File: src/gyro_accel_attitude_filter_core_assert.svh
`ifndef GYRO_ACCEL_ATTITUDE_FILTER_CORE_ASSERT_SVH
`define GYRO_ACCEL_ATTITUDE_FILTER_CORE_ASSERT_SVH

// Same-cycle implication, checked outside reset.
`define GAAF_ASSERT_NOW(label, clk, rst, ante, cons) \
   label: assert property (@(posedge clk) disable iff (rst) (ante) |-> (cons)) \
      else $error("gaaf assertion failed");

// Next-cycle implication, checked outside reset.
`define GAAF_ASSERT_NEXT(label, clk, rst, ante, cons) \
   label: assert property (@(posedge clk) disable iff (rst) (ante) |=> (cons)) \
      else $error("gaaf assertion failed");

`endif

File: src/gaaf_pkg.sv
`default_nettype none

package gaaf_pkg;

   localparam int CORDIC_STEPS_DEF = 16;
   localparam int CORDIC_STEPS_MAX = 24;
   localparam int ANG_W  = 40;
   localparam int WIDE_W = 58;
   localparam int INC_W  = 26;
   localparam int RATE_W = 17;
   localparam int Z_W    = 26;
   localparam int CW     = 28;
   localparam int BLEND_BITS = 17;

   localparam logic [15:0] ALPHA_SKIP = 16'd65470;
   localparam logic [32:0] MAG_SQ_GATE = 33'd1509949;
   localparam logic signed [Z_W-1:0] HALF_TURN = 26'sd11796480;
   localparam logic [16:0] INC_DIVISOR = 17'd125000;
   localparam logic signed [41:0] INC_ROUND = 42'sd62500;
   localparam logic signed [WIDE_W-1:0] BLEND_ROUND = 58'sd32768;

   typedef struct packed {
      logic [1:0]         mode;
      logic signed [15:0] gyro_x;
      logic signed [15:0] gyro_y;
      logic signed [15:0] gyro_z;
      logic signed [15:0] accel_x;
      logic signed [15:0] accel_y;
      logic signed [15:0] accel_z;
      logic [15:0]        step_time;
      logic [24:0]        angle_limit;
   } req_type;

   typedef struct packed {
      logic                    status;
      logic signed [ANG_W-1:0] yaw_relative;
      logic signed [ANG_W-1:0] pitch_relative;
   } rsp_type;

   typedef enum logic [1:0] {
      MODE_SAMPLE      = 2'd0,
      MODE_REBASE      = 2'd1,
      MODE_LIMIT_YAW   = 2'd2,
      MODE_LIMIT_PITCH = 2'd3
   } mode_type;

   typedef enum logic [3:0] {
      CSR_YAW_AXIS       = 4'd0,
      CSR_PITCH_AXIS     = 4'd1,
      CSR_UP_AXIS        = 4'd2,
      CSR_FORWARD_AXIS   = 4'd3,
      CSR_YAW_NEGATE     = 4'd4,
      CSR_PITCH_NEGATE   = 4'd5,
      CSR_FORWARD_NEGATE = 4'd6,
      CSR_BLEND_ALPHA    = 4'd7
   } csr_index_type;

   function automatic logic signed [Z_W-1:0] atan_entry(input logic [4:0] i);
      logic signed [Z_W-1:0] r;
      case (i)
         5'd0:  r = 26'sd2949120;
         5'd1:  r = 26'sd1740967;
         5'd2:  r = 26'sd919879;
         5'd3:  r = 26'sd466945;
         5'd4:  r = 26'sd234379;
         5'd5:  r = 26'sd117304;
         5'd6:  r = 26'sd58666;
         5'd7:  r = 26'sd29335;
         5'd8:  r = 26'sd14668;
         5'd9:  r = 26'sd7334;
         5'd10: r = 26'sd3667;
         5'd11: r = 26'sd1833;
         5'd12: r = 26'sd917;
         5'd13: r = 26'sd458;
         5'd14: r = 26'sd229;
         5'd15: r = 26'sd115;
         5'd16: r = 26'sd57;
         5'd17: r = 26'sd29;
         5'd18: r = 26'sd14;
         5'd19: r = 26'sd7;
         5'd20: r = 26'sd4;
         5'd21: r = 26'sd2;
         5'd22: r = 26'sd1;
         default: r = 26'sd0;
      endcase
      return r;
   endfunction

   function automatic logic signed [ANG_W-1:0] sat40(input logic signed [WIDE_W-1:0] v);
      logic [WIDE_W-ANG_W:0] top;
      logic signed [ANG_W-1:0] r;
      top = v[WIDE_W-1:ANG_W-1];
      if ((&top) || !(|top)) begin
         r = v[ANG_W-1:0];
      end else if (v[WIDE_W-1]) begin
         r = {1'b1, {(ANG_W-1){1'b0}}};
      end else begin
         r = {1'b0, {(ANG_W-1){1'b1}}};
      end
      return r;
   endfunction

   function automatic logic signed [15:0] pick3(input logic signed [15:0] a0,
                                                 input logic signed [15:0] a1,
                                                 input logic signed [15:0] a2,
                                                 input logic [1:0] axis);
      logic signed [15:0] r;
      case (axis)
         2'd0: r = a0;
         2'd1: r = a1;
         default: r = a2;
      endcase
      return r;
   endfunction

   function automatic logic signed [ANG_W-1:0] clamp_zero(input logic signed [ANG_W-1:0] angle,
                                                           input logic signed [ANG_W-1:0] zero,
                                                           input logic [24:0] limit);
      logic signed [WIDE_W-1:0] rel;
      logic signed [WIDE_W-1:0] lim;
      logic signed [ANG_W-1:0] r;
      rel = WIDE_W'(angle) - WIDE_W'(zero);
      lim = $signed(WIDE_W'(limit));
      r = zero;
      if (rel > lim) begin
         r = sat40(WIDE_W'(angle) - lim);
      end else if (rel < -lim) begin
         r = sat40(WIDE_W'(angle) + lim);
      end
      return r;
   endfunction

endpackage

`default_nettype wire

File: src/gaaf_incr.sv
`default_nettype none

// Angle increment: a bit-serial multiply of rate by time step, then a
// restoring division by the microsecond scale, one quotient bit per cycle.
module gaaf_incr
   import gaaf_pkg::*;
(
   input  wire logic                     clock,
   input  wire logic                     reset,
   input  wire logic                     start,
   input  wire logic signed [RATE_W-1:0] rate,
   input  wire logic [15:0]              step_time,
   output logic                          done,
   output logic signed [INC_W-1:0]       inc
);

   typedef enum logic [2:0] {
      I_IDLE = 3'b001,
      I_MUL  = 3'b010,
      I_DIV  = 3'b100
   } incr_state_type;

   incr_state_type state_ff, state_in;
   logic [5:0] cnt_ff, cnt_in;
   logic done_ff, done_in;
   logic signed [32:0] mcand_ff, mcand_in;
   logic signed [32:0] acc_ff, acc_in;
   logic [15:0] mplier_ff, mplier_in;
   logic [40:0] num_ff, num_in;
   logic [17:0] rem_ff, rem_in;
   logic neg_ff, neg_in;
   logic signed [32:0] acc_next;
   logic signed [41:0] numer;
   logic [17:0] shifted;

   always_comb begin
      state_in = state_ff;
      cnt_in = cnt_ff;
      done_in = 1'b0;
      mcand_in = mcand_ff;
      acc_in = acc_ff;
      mplier_in = mplier_ff;
      num_in = num_ff;
      rem_in = rem_ff;
      neg_in = neg_ff;
      acc_next = mplier_ff[0] ? acc_ff + mcand_ff : acc_ff;
      numer = $signed({acc_next, 9'b0}) + INC_ROUND;
      shifted = {rem_ff[16:0], num_ff[40]};
      case (state_ff)
         I_IDLE: begin
            if (start) begin
               mcand_in = 33'(rate);
               mplier_in = step_time;
               acc_in = '0;
               cnt_in = '0;
               state_in = I_MUL;
            end
         end
         I_MUL: begin
            acc_in = acc_next;
            mcand_in = mcand_ff <<< 1;
            mplier_in = mplier_ff >> 1;
            cnt_in = cnt_ff + 6'd1;
            if (cnt_ff == 6'd15) begin
               neg_in = numer[41];
               num_in = numer[41] ? ~numer[40:0] : numer[40:0];
               rem_in = '0;
               cnt_in = '0;
               state_in = I_DIV;
            end
         end
         I_DIV: begin
            if (shifted >= {1'b0, INC_DIVISOR}) begin
               rem_in = shifted - {1'b0, INC_DIVISOR};
               num_in = {num_ff[39:0], 1'b1};
            end else begin
               rem_in = shifted;
               num_in = {num_ff[39:0], 1'b0};
            end
            cnt_in = cnt_ff + 6'd1;
            if (cnt_ff == 6'd40) begin
               done_in = 1'b1;
               state_in = I_IDLE;
            end
         end
         default: state_in = I_IDLE;
      endcase
   end

   always_ff @(posedge clock) begin
      if (reset) begin
         state_ff <= I_IDLE;
         done_ff <= 1'b0;
         cnt_ff <= '0;
      end else begin
         state_ff <= state_in;
         done_ff <= done_in;
         cnt_ff <= cnt_in;
      end
   end

   always_ff @(posedge clock) begin
      mcand_ff <= mcand_in;
      acc_ff <= acc_in;
      mplier_ff <= mplier_in;
      num_ff <= num_in;
      rem_ff <= rem_in;
      neg_ff <= neg_in;
   end

   assign done = done_ff;
   assign inc = neg_ff ? ~$signed({1'b0, num_ff[INC_W-2:0]})
                       : $signed({1'b0, num_ff[INC_W-2:0]});

endmodule

`default_nettype wire

File: src/gyro_accel_attitude_filter_core.sv
// Channel   Direction  Handshake          Payload
// req       in         req_valid/stall    req_data (mode, gyro, accel, step, limit)
// rsp       out        rsp_valid/stall    rsp_data (status, relative yaw and pitch)
// csr       in         csr_valid/ready    csr_index, csr_data
//
// A sample item runs dispatch, a serial rate-times-step multiply, restoring division,
// increment collection, output and idle. With blend alpha below ALPHA_SKIP an accel
// check follows, and a correction adds CORDIC rotation steps, two serial blend
// multiplies and the final shift. Rebase and limit items, and zero-step samples, go
// from dispatch to output. Synchronous reset clears angles, offsets, state and output
// valid and loads CSR defaults. One item is in work at a time; a stalled result waits
// in the output register and holds the next item at its output step.
`default_nettype none

`include "gyro_accel_attitude_filter_core_assert.svh"

module gyro_accel_attitude_filter_core
   import gaaf_pkg::*;
#(
   parameter int CORDIC_STEPS = CORDIC_STEPS_DEF
) (
   input  wire logic        clock,
   input  wire logic        reset,
   input  wire logic        req_valid,
   output logic             req_stall,
   input  wire req_type     req_data,
   output logic             rsp_valid,
   input  wire logic        rsp_stall,
   output rsp_type          rsp_data,
   input  wire logic        csr_valid,
   output logic             csr_ready,
   input  wire logic [3:0]  csr_index,
   input  wire logic [15:0] csr_data
);

   localparam int NSTEP = (CORDIC_STEPS < CORDIC_STEPS_MAX) ? CORDIC_STEPS
                                                             : CORDIC_STEPS_MAX;
   localparam logic [4:0] LAST_STEP = 5'(NSTEP - 1);
   localparam logic [4:0] MUL_LAST = 5'(BLEND_BITS - 1);

   typedef enum logic [9:0] {
      S_IDLE     = 10'b0000000001,
      S_DISPATCH = 10'b0000000010,
      S_INTEG    = 10'b0000000100,
      S_SQUARE   = 10'b0000001000,
      S_GATE     = 10'b0000010000,
      S_CORDIC   = 10'b0000100000,
      S_MUL_A    = 10'b0001000000,
      S_MUL_B    = 10'b0010000000,
      S_BLEND    = 10'b0100000000,
      S_OUT      = 10'b1000000000
   } state_type;

   state_type state_ff, state_in;
   req_type item_ff, item_in;
   rsp_type rsp_ff, rsp_in;
   logic rsp_valid_ff, rsp_valid_in;
   logic status_ff, status_in;

   logic [1:0] yaw_axis_ff, yaw_axis_in, pitch_axis_ff, pitch_axis_in;
   logic [1:0] up_axis_ff, up_axis_in, forward_axis_ff, forward_axis_in;
   logic yaw_negate_ff, yaw_negate_in, pitch_negate_ff, pitch_negate_in;
   logic forward_negate_ff, forward_negate_in;
   logic [15:0] blend_alpha_ff, blend_alpha_in;

   logic signed [ANG_W-1:0] yaw_ff, yaw_in, pitch_ff, pitch_in;
   logic signed [ANG_W-1:0] yaw_zero_ff, yaw_zero_in, pitch_zero_ff, pitch_zero_in;

   logic signed [15:0] up_ff, up_in;
   logic signed [16:0] fwd_ff, fwd_in;
   logic [31:0] upsq_ff, upsq_in, fwsq_ff, fwsq_in;
   logic signed [CW-1:0] x_ff, x_in, y_ff, y_in;
   logic signed [Z_W-1:0] z_ff, z_in;
   logic [4:0] cnt_ff, cnt_in;
   logic signed [WIDE_W-1:0] acc_ff, acc_in, mcand_ff, mcand_in;
   logic [BLEND_BITS-1:0] mplier_ff, mplier_in;

   logic incr_start;
   logic yaw_done, pitch_done;
   logic signed [INC_W-1:0] yaw_inc, pitch_inc;
   logic signed [RATE_W-1:0] yaw_rate, pitch_rate;
   logic signed [15:0] yaw_sel, pitch_sel, fwd_sel;
   logic signed [CW-1:0] cx0, cy0, dx, dy;

   always_comb begin
      yaw_sel = pick3(item_ff.gyro_x, item_ff.gyro_y, item_ff.gyro_z, yaw_axis_ff);
      pitch_sel = pick3(item_ff.gyro_x, item_ff.gyro_y, item_ff.gyro_z, pitch_axis_ff);
      fwd_sel = pick3(item_ff.accel_x, item_ff.accel_y, item_ff.accel_z, forward_axis_ff);
      yaw_rate = yaw_negate_ff ? -RATE_W'(yaw_sel) : RATE_W'(yaw_sel);
      pitch_rate = pitch_negate_ff ? -RATE_W'(pitch_sel) : RATE_W'(pitch_sel);
   end

   gaaf_incr u_yaw_incr (
      .clock     (clock),
      .reset     (reset),
      .start     (incr_start),
      .rate      (yaw_rate),
      .step_time (item_ff.step_time),
      .done      (yaw_done),
      .inc       (yaw_inc)
   );

   gaaf_incr u_pitch_incr (
      .clock     (clock),
      .reset     (reset),
      .start     (incr_start),
      .rate      (pitch_rate),
      .step_time (item_ff.step_time),
      .done      (pitch_done),
      .inc       (pitch_inc)
   );

   always_comb begin
      state_in = state_ff;
      item_in = item_ff;
      rsp_in = rsp_ff;
      rsp_valid_in = rsp_valid_ff & rsp_stall;
      status_in = status_ff;
      yaw_axis_in = yaw_axis_ff;
      pitch_axis_in = pitch_axis_ff;
      up_axis_in = up_axis_ff;
      forward_axis_in = forward_axis_ff;
      yaw_negate_in = yaw_negate_ff;
      pitch_negate_in = pitch_negate_ff;
      forward_negate_in = forward_negate_ff;
      blend_alpha_in = blend_alpha_ff;
      yaw_in = yaw_ff;
      pitch_in = pitch_ff;
      yaw_zero_in = yaw_zero_ff;
      pitch_zero_in = pitch_zero_ff;
      up_in = up_ff;
      fwd_in = fwd_ff;
      upsq_in = upsq_ff;
      fwsq_in = fwsq_ff;
      x_in = x_ff;
      y_in = y_ff;
      z_in = z_ff;
      cnt_in = cnt_ff;
      acc_in = acc_ff;
      mcand_in = mcand_ff;
      mplier_in = mplier_ff;
      incr_start = 1'b0;
      cx0 = CW'(up_ff) <<< 8;
      cy0 = -(CW'(fwd_ff) <<< 8);
      dx = y_ff >>> cnt_ff;
      dy = x_ff >>> cnt_ff;

      if (csr_valid) begin
         case (csr_index)
            CSR_YAW_AXIS:       yaw_axis_in = csr_data[1:0];
            CSR_PITCH_AXIS:     pitch_axis_in = csr_data[1:0];
            CSR_UP_AXIS:        up_axis_in = csr_data[1:0];
            CSR_FORWARD_AXIS:   forward_axis_in = csr_data[1:0];
            CSR_YAW_NEGATE:     yaw_negate_in = csr_data[0];
            CSR_PITCH_NEGATE:   pitch_negate_in = csr_data[0];
            CSR_FORWARD_NEGATE: forward_negate_in = csr_data[0];
            CSR_BLEND_ALPHA:    blend_alpha_in = csr_data;
            default: ;
         endcase
      end

      case (state_ff)
         S_IDLE: begin
            if (req_valid) begin
               item_in = req_data;
               state_in = S_DISPATCH;
            end
         end
         S_DISPATCH: begin
            status_in = 1'b0;
            up_in = pick3(item_ff.accel_x, item_ff.accel_y, item_ff.accel_z, up_axis_ff);
            fwd_in = forward_negate_ff ? -17'(fwd_sel) : 17'(fwd_sel);
            state_in = S_OUT;
            case (mode_type'(item_ff.mode))
               MODE_SAMPLE: begin
                  if (item_ff.step_time == 16'd0) begin
                     status_in = 1'b1;
                  end else begin
                     incr_start = 1'b1;
                     state_in = S_INTEG;
                  end
               end
               MODE_REBASE: begin
                  yaw_zero_in = yaw_ff;
                  pitch_zero_in = pitch_ff;
               end
               MODE_LIMIT_YAW: begin
                  yaw_zero_in = clamp_zero(yaw_ff, yaw_zero_ff, item_ff.angle_limit);
               end
               default: begin
                  pitch_zero_in = clamp_zero(pitch_ff, pitch_zero_ff, item_ff.angle_limit);
               end
            endcase
         end
         S_INTEG: begin
            if (yaw_done && pitch_done) begin
               yaw_in = sat40(WIDE_W'(yaw_ff) + WIDE_W'(yaw_inc));
               pitch_in = sat40(WIDE_W'(pitch_ff) + WIDE_W'(pitch_inc));
               state_in = (blend_alpha_ff < ALPHA_SKIP) ? S_SQUARE : S_OUT;
            end
         end
         S_SQUARE: begin
            upsq_in = 32'(up_ff) * 32'(up_ff);
            fwsq_in = 32'(fwd_ff) * 32'(fwd_ff);
            state_in = S_GATE;
         end
         S_GATE: begin
            state_in = S_OUT;
            if ((33'(upsq_ff) + 33'(fwsq_ff)) > MAG_SQ_GATE) begin
               if (up_ff < 0) begin
                  z_in = (cy0 >= 0) ? HALF_TURN : -HALF_TURN;
                  x_in = -cx0;
                  y_in = -cy0;
               end else begin
                  z_in = '0;
                  x_in = cx0;
                  y_in = cy0;
               end
               cnt_in = '0;
               state_in = S_CORDIC;
            end
         end
         S_CORDIC: begin
            if (y_ff > 0) begin
               x_in = x_ff + dx;
               y_in = y_ff - dy;
               z_in = z_ff + atan_entry(cnt_ff);
            end else begin
               x_in = x_ff - dx;
               y_in = y_ff + dy;
               z_in = z_ff - atan_entry(cnt_ff);
            end
            cnt_in = cnt_ff + 5'd1;
            if (cnt_ff == LAST_STEP) begin
               mcand_in = WIDE_W'(pitch_ff);
               mplier_in = {1'b0, blend_alpha_ff};
               acc_in = BLEND_ROUND;
               cnt_in = '0;
               state_in = S_MUL_A;
            end
         end
         S_MUL_A, S_MUL_B: begin
            if (mplier_ff[0]) begin
               acc_in = acc_ff + mcand_ff;
            end
            mcand_in = mcand_ff <<< 1;
            mplier_in = mplier_ff >> 1;
            cnt_in = cnt_ff + 5'd1;
            if (cnt_ff == MUL_LAST) begin
               cnt_in = '0;
               if (state_ff == S_MUL_A) begin
                  mcand_in = WIDE_W'(z_ff);
                  mplier_in = 17'h10000 - {1'b0, blend_alpha_ff};
                  state_in = S_MUL_B;
               end else begin
                  state_in = S_BLEND;
               end
            end
         end
         S_BLEND: begin
            pitch_in = sat40(acc_ff >>> 16);
            state_in = S_OUT;
         end
         S_OUT: begin
            if (!rsp_valid_ff || !rsp_stall) begin
               rsp_valid_in = 1'b1;
               rsp_in.status = status_ff;
               rsp_in.yaw_relative = sat40(WIDE_W'(yaw_ff) - WIDE_W'(yaw_zero_ff));
               rsp_in.pitch_relative = sat40(WIDE_W'(pitch_ff) - WIDE_W'(pitch_zero_ff));
               state_in = S_IDLE;
            end
         end
         default: state_in = S_IDLE;
      endcase
   end

   always_ff @(posedge clock) begin
      if (reset) begin
         state_ff <= S_IDLE;
         rsp_valid_ff <= 1'b0;
         yaw_axis_ff <= 2'd2;
         pitch_axis_ff <= 2'd1;
         up_axis_ff <= 2'd2;
         forward_axis_ff <= 2'd0;
         yaw_negate_ff <= 1'b0;
         pitch_negate_ff <= 1'b0;
         forward_negate_ff <= 1'b0;
         blend_alpha_ff <= 16'd64225;
         yaw_ff <= '0;
         pitch_ff <= '0;
         yaw_zero_ff <= '0;
         pitch_zero_ff <= '0;
         cnt_ff <= '0;
      end else begin
         state_ff <= state_in;
         rsp_valid_ff <= rsp_valid_in;
         yaw_axis_ff <= yaw_axis_in;
         pitch_axis_ff <= pitch_axis_in;
         up_axis_ff <= up_axis_in;
         forward_axis_ff <= forward_axis_in;
         yaw_negate_ff <= yaw_negate_in;
         pitch_negate_ff <= pitch_negate_in;
         forward_negate_ff <= forward_negate_in;
         blend_alpha_ff <= blend_alpha_in;
         yaw_ff <= yaw_in;
         pitch_ff <= pitch_in;
         yaw_zero_ff <= yaw_zero_in;
         pitch_zero_ff <= pitch_zero_in;
         cnt_ff <= cnt_in;
      end
   end

   always_ff @(posedge clock) begin
      item_ff <= item_in;
      rsp_ff <= rsp_in;
      status_ff <= status_in;
      up_ff <= up_in;
      fwd_ff <= fwd_in;
      upsq_ff <= upsq_in;
      fwsq_ff <= fwsq_in;
      x_ff <= x_in;
      y_ff <= y_in;
      z_ff <= z_in;
      acc_ff <= acc_in;
      mcand_ff <= mcand_in;
      mplier_ff <= mplier_in;
   end

   assign req_stall = (state_ff != S_IDLE);
   assign rsp_valid = rsp_valid_ff;
   assign rsp_data = rsp_ff;
   assign csr_ready = 1'b1;

   `GAAF_ASSERT_NEXT(a_accept_dispatch, clock, reset, req_valid && !req_stall,
                     state_ff == S_DISPATCH)
   `GAAF_ASSERT_NOW(a_cordic_count, clock, reset, state_ff == S_CORDIC, cnt_ff <= LAST_STEP)
   `GAAF_ASSERT_NOW(a_mul_count, clock, reset, state_ff == S_MUL_A || state_ff == S_MUL_B,
                    cnt_ff <= MUL_LAST)
   `GAAF_ASSERT_NEXT(a_out_delivers, clock, reset,
                     state_ff == S_OUT && (!rsp_valid_ff || !rsp_stall),
                     rsp_valid_ff && state_ff == S_IDLE)

endmodule

`default_nettype wire
File: config.mk
export PLATFORM = sky130hd
export DESIGN_NAME = gyro_accel_attitude_filter_core
export DESIGN_NICKNAME = d
export VERILOG_FILES = /design/src/gaaf_pkg.sv /design/src/gaaf_incr.sv /design/src/gyro_accel_attitude_filter_core.sv
export VERILOG_INCLUDE_DIRS = /design/src /design/src/src
export SDC_FILE = /design/constraint.sdc
export NUM_CORES = 2
export LEC_CHECK = 0
export BUFFER_PORTS_ARGS = -buffer_cell sky130_fd_sc_hd__clkbuf_2
export CAP_MARGIN = 0
export CORE_MARGIN = 3
export CORE_UTILIZATION = 45
export DETAILED_ROUTE_END_ITERATION = 12
export GPL_TIMING_DRIVEN = 0
export HOLD_SLACK_MARGIN = 0.1
export SYNTH_ARGS = -nofsm -noshare
export SYNTH_HDL_FRONTEND = slang
export SYNTH_HIERARCHICAL = 1
export SYNTH_SLANG_ARGS = --single-unit
File: constraint.sdc
create_clock -name clock -period 23.5 [get_ports clock]
set_clock_uncertainty 0.1 [all_clocks]
set_input_delay 3.525 -clock clock [delete_from_list [all_inputs] [get_ports clock]]
set_output_delay 3.525 -clock clock [all_outputs]
set_load 0.005 [all_outputs]
After elaboration in Yosys (flattened, before gate mapping). Memories as Yosys holds them, arrays and structs flattened. A register that Yosys moved wholly into a read port is not among the register bits. Index checks and enable logic that the tools add are counted.

Output and inout port bits: 84. Word-level logic and storage cells: 384. Bits in latches: 0. Bits in read-only memories: 1408. Memories kept: 2. Bits in writable memories: 0. Bits in registers: 1038. Bits of input ports: 164.

Equal/unequal tests: 50. Multiply operators: 2. Bitwise gates (word level): 8. Multiplexer cells: 128. Div/mod/pow operators: 0. Shift operators: 2. Reduce and logical (&&, ||, !) cells: 92. Order comparisons: 11. Add/subtract/negate cells: 33.

Memory list: (no name shown) (words 32, bits a word 22, read ports 1, clocked after memory_dff 1, wr ports 0, line gaaf_pkg.sv:60) `case (i)`; (no name shown) (words 32, bits a word 22, read ports 1, clocked after memory_dff 1, wr ports 0, line gaaf_pkg.sv:60).

Operators with widths (number): $mux 40 (23); $mux 58 (5); $pmux 33 s2 (4); $mux 26 (10); $pmux 40 s2 (3); $pmux 58 s2 (2); $pmux 16 s2 (6); $mux 17 (10); $mux 28 (6); $mux 33 (5); $add 40x26->41 (4); $mux 41 (4); $pmux 41 s2 (2); $reduce_and 19->1 (8); $reduce_or 19->1 (8); $gt 58x26->1 (2); $lt 58x58->1 (2); $pmux 28 s2 (2); $pmux 17 s2 (3); $mux 10 (9); $pmux 10 s9 (1); $add 42x17->42 const B (2); $not 41->41 (2); $sub 40x26->41 (2); other kinds (78) (201).

Longest topological paths before layout.
Depth in word-level cells: 9. Depth in mapped cells: 32. Gate-level depth less buffers: 30.

By module. The synthesis kept the hierarchy.

By module, submodules not included: gyro_accel_attitude_filter_core (area an instance 82899.5 um^2, instances 1, cells each 9490, seq. area each 20449.6 um^2); gaaf_incr at u_yaw_incr (area an instance 10413.7 um^2, instances 1, cells each 1116, seq. area each 4434.3 um^2); gaaf_incr at u_pitch_incr (area an instance 10110.9 um^2, instances 1, cells each 1068, seq. area each 4434.3 um^2).

Worst setup path after synthesis. Ideal clock, no wire load.

Path kind: input to register. Start: in req_valid. End: reg item_ff[0] in the netlist's numbering (enable). Library setup time: 0.640 ns. Data required time: 22.760 ns. Setup slack: 13.474 ns. Cell stages on the path: 2. Buffers on the path: 0. Data arrival time: 9.286 ns. Cells stage by stage: inv_1 nor2_1.

Longest elaborated chain between the ends: 1.

RTL lines: start, declared (line gyro_accel_attitude_filter_core.sv:24) `input wire logic req_valid,`; $reduce_and 2->1 (no line); end signal, assigned (line gyro_accel_attitude_filter_core.sv:314) `item_ff <= item_in;`; end, declared (line gyro_accel_attitude_filter_core.sv:55) `req_type item_ff, item_in;`.

Every way passes these cells. A chain may end at the register's enable or synchronous reset.

Worst setup path after layout.
Start: reg fwd_ff[16]. End: reg fwsq_ff[31] (data pin).

Longest elaborated chain between the ends: 1.

RTL lines: start, declared (line gyro_accel_attitude_filter_core.sv:70) `logic signed [16:0] fwd_ff, fwd_in;`; start signal, assigned (line gyro_accel_attitude_filter_core.sv:318) `fwd_ff <= fwd_in;`; $mul 17x17->32 (line gyro_accel_attitude_filter_core.sv:204) `fwsq_in = 32'(fwd_ff) * 32'(fwd_ff);`; end signal, assigned (line gyro_accel_attitude_filter_core.sv:320) `fwsq_ff <= fwsq_in;`; end, declared (line gyro_accel_attitude_filter_core.sv:71) `logic [31:0] upsq_ff, upsq_in, fwsq_ff, fwsq_in;`.

Every way passes these cells.

==> results_dict.tcl <==
set metrics [dict create \
    rows 175 \
    slowest_stage "clkbuf_1" \
    fmax_mhz 111 \
    grt_pass1_wl_um 542000 \
    yosys.area_share.xor_xnor_pct 6.79 \
    path_buf_inv 5 \
    cts-root-buf "clkbuf_16" \
    worstSetupStartpoint "fwd_ff[16]" \
    worst-r2r-cell-count 23 \
    design_area_um2 114000 \
    die_w_um 485 \
    max_cap_violations 0 \
    gr-total-overflow 0 \
    ys_ff_latch 1058 \
    synth_nets 13200 \
    grt_max_degree 59 \
    worstHoldStart "status_ff" \
    worstPathMaxFanout 11 \
    wl_per_cell_um 23.6 \
    gp_congestion 0.987 \
    p_leak_nw 47.3 \
    dp_slack_ps 14560 \
    min_path_type "reg2reg" \
    final_common_cell "nor2_1" \
    cts_resized 0 \
    yosys_most_used_dff "edfxtp_1" \
    dr.first_iter.drc_count 8224 \
    yosysWarnings 6 \
    tightest_slew_ps 1420 \
    period_share_pct 38.3 \
    seq_area_frac_synth_pct 28.3 \
    path_depth 23 \
    slew_headroom_pct 4.97 \
    path_cells "clkbuf_1, clkinv_1, buf_1, nor2_1, fa_1, fa_1, fa_1, fa_1, fa_1, inv_1, fa_1, inv_1, ha_1, or3_1, or3_1, nand2_1, o2111ai_1, or3_1, a21oi_1, o21bai_1, a2111o_1, and3_1, nor2_1" \
    synth_cell_type_count 137 \
    io_buffers 245 \
    cpMostUsedCell "fa_1" \
    setup_viol 0 \
    critical_path.endpoint_type "flop" \
    finalMaxSlewViolations 0 \
    place_area_um2 109000 \
    setup_slack_ps 14490 \
    crit_arrival_ps 9510 \
    synth_edf_count 813 \
    finalHoldViolCount 0 \
    period_needed_ps 9010 \
    whs_ps 334 \
    critical-path-top-delay-family "adder cells" \
    fillers 21600 \
    dp_hpwl_um 288000 \
    syn_to_final_growth_pct 9.96 \
    avgViaCountPerCell 5.93 \
    status "finished clean" \
    synth_fa_ha_area_share_pct 21.2 \
    dr_total_vias 90200 \
    first_global_vias 88600 \
    io_pins 248 \
    fin_util_pct 49.9 \
    syn_area_um2 103000 \
    cts.path.max_buffers 3 \
    max_stage_delay_ps 740 \
    crit_type "reg2reg" \
    yosys-top-cells-area "edfxtp_1 24%, ha_1 10%, fa_1 9.8%, dfxtp_1 4.7%, xnor2_1 4.2%" \
    clk_latency_ps 810 \
    cts_inserted_buffers 136 \
    firstDrtPassIters 8 \
    power.density_nw_per_um2 105 \
    drt_wl_total_um 359000 \
    finalSetupTns_ps 0 \
    yosys.area.top_type_share_pct 23.6 \
    worstPathRequired_ps 24000 \
    rsz0062_at_grt "false" \
    post-cts-setup-buffers 0 \
    h-tree-depth 4 \
    netlist_instances 11700 \
    cts_sinks 1058 \
    cts_tree "yes" \
    synthMuxAreaShare_pct 2.74 \
    start_util_pct 45.4 \
    track_usage_pct 29.7 \
    die_h_um 485 \
    final_nets 13600 \
    die_area_um2 236000 \
    mostFrequentLayoutCells "1144 x nor2_1, 1075 x nand2_1, 1031 x inv_1" \
    synth_area_per_cell_um2 8.86 \
    synthArstFlopShare_pct 0 \
    synth_compound_area_share_pct 18.1 \
    antenna_found_initial 15 \
    final-seq-area_um2 29300 \
    netlist.top_cell.by_area "edfxtp_1" \
    drive_above_1_share_pct 7.05 \
    holdPathStages 0 \
    reg2reg_slack_ps 14490 \
    ir_drop_v 0.000422 \
    fp.coreArea_um2 228000 \
    ant_nets 0 \
    synth-simple-area-share_pct 16.9 \
    multi_input_comb_area_um2 68000 \
    drc 0 \
    cp-start-kind "flop" \
    cts_hold_buf 0 \
    reg2reg_from "fwd_ff[16]" \
    clkTransAtPathRegs_ps 60 \
    synth_top_family_by_area "adder cells" \
]
## registers in the layout (all words and copies together) (netlist names), 17 cells and up, named ones only
signal and cells:
y_ff 28, u_yaw_incr/rem_ff 17, u_pitch_incr/rem_ff 17, z_ff 26, pitch_zero_ff 40, u_yaw_incr/acc_ff 33, u_pitch_incr/mcand_ff 33, u_pitch_incr/num_ff 41
u_yaw_incr/mcand_ff 33, yaw_ff 40, upsq_ff 31, rsp_data 81, acc_ff 58, mplier_ff 17, item_ff 139, fwsq_ff 31
u_yaw_incr/num_ff 41, mcand_ff 58, u_pitch_incr/acc_ff 33, yaw_zero_ff 40, fwd_ff 17, x_ff 28, pitch_ff 40
## final timing paths
kind,end
setup reg to reg,fwsq_ff[31]
setup / recovery,fwsq_ff[31]
hold reg to reg,rsp_data[80]
hold / removal,rsp_data[80]
## area by class of cell
class                      count  share of cell area (%)
sequential                  1058                    25.8
tap                         3009                    3.31
inverter                    1046                    3.45
timing repair buffer         270                    1.52
clock inverter                85                   0.954
clock buffer                 165                    3.15
multi-input combinational   9011                    59.8
buffer                       559                    2.03
antenna                        7                  0.0154
## through the flow
step	power (mW)	instances
global route	12.9	15200
CTS	12.0	15200
detailed placement	9.75	15000
finish	11.9	15200
global placement	9.64	14900
floorplan	7.73	11700
## logic make-up (layout without fill, tap and decap cells)
group	after synthesis	count (layout)
AND/OR/NAND/NOR	3686	3686
multiplexers	221	221
other	1	8
XOR/XNOR	800	800
adder cells (fa/ha/maj)	1464	1464
AO/OA/AOI/OAI	2839	2839
flip-flops	1058	1058
buffers and inverters	1605	2125
## power breakdown
part	total (mW)	switching (mW)	internal (mW)
combinational	7.22	4.35	2.87
clock	2.19	0.934	1.26
sequential	2.50	0.0591	2.44
## routing by layer
| layer | up-vias | wire length, um | track usage [%] | share of wire, % |
|---|---|---|---|---|
| met4 | 2 | 14900 | 11.2 | 4.1 |
| met2 | 3374 | 167000 | 49.0 | 46 |
| li1 | 42200 | - | - | - |
| met5 | - | 15 | 0 | 0.0042 |
| met3 | 636 | 23700 | 4.34 | 6.6 |
| met1 | 44000 | 154000 | 39.6 | 43 |
## cell usage after synthesis, types with 140 or more instances
cell      number
xnor2_1      499
mux2i_1      149
xor2_1       299
nor2_1      1145
nor3_1       255
a211oi_1     169
clkbuf_1     424
fa_1         505
nand2_1     1078
a21oi_1      808
edfxtp_1     813
ha_1         866
o21ai_0      561
and2_1       140
dfxtp_1      245
inv_1       1033
a21o_1       315
nand3_1      196
(Power assumes the default switching activity.)
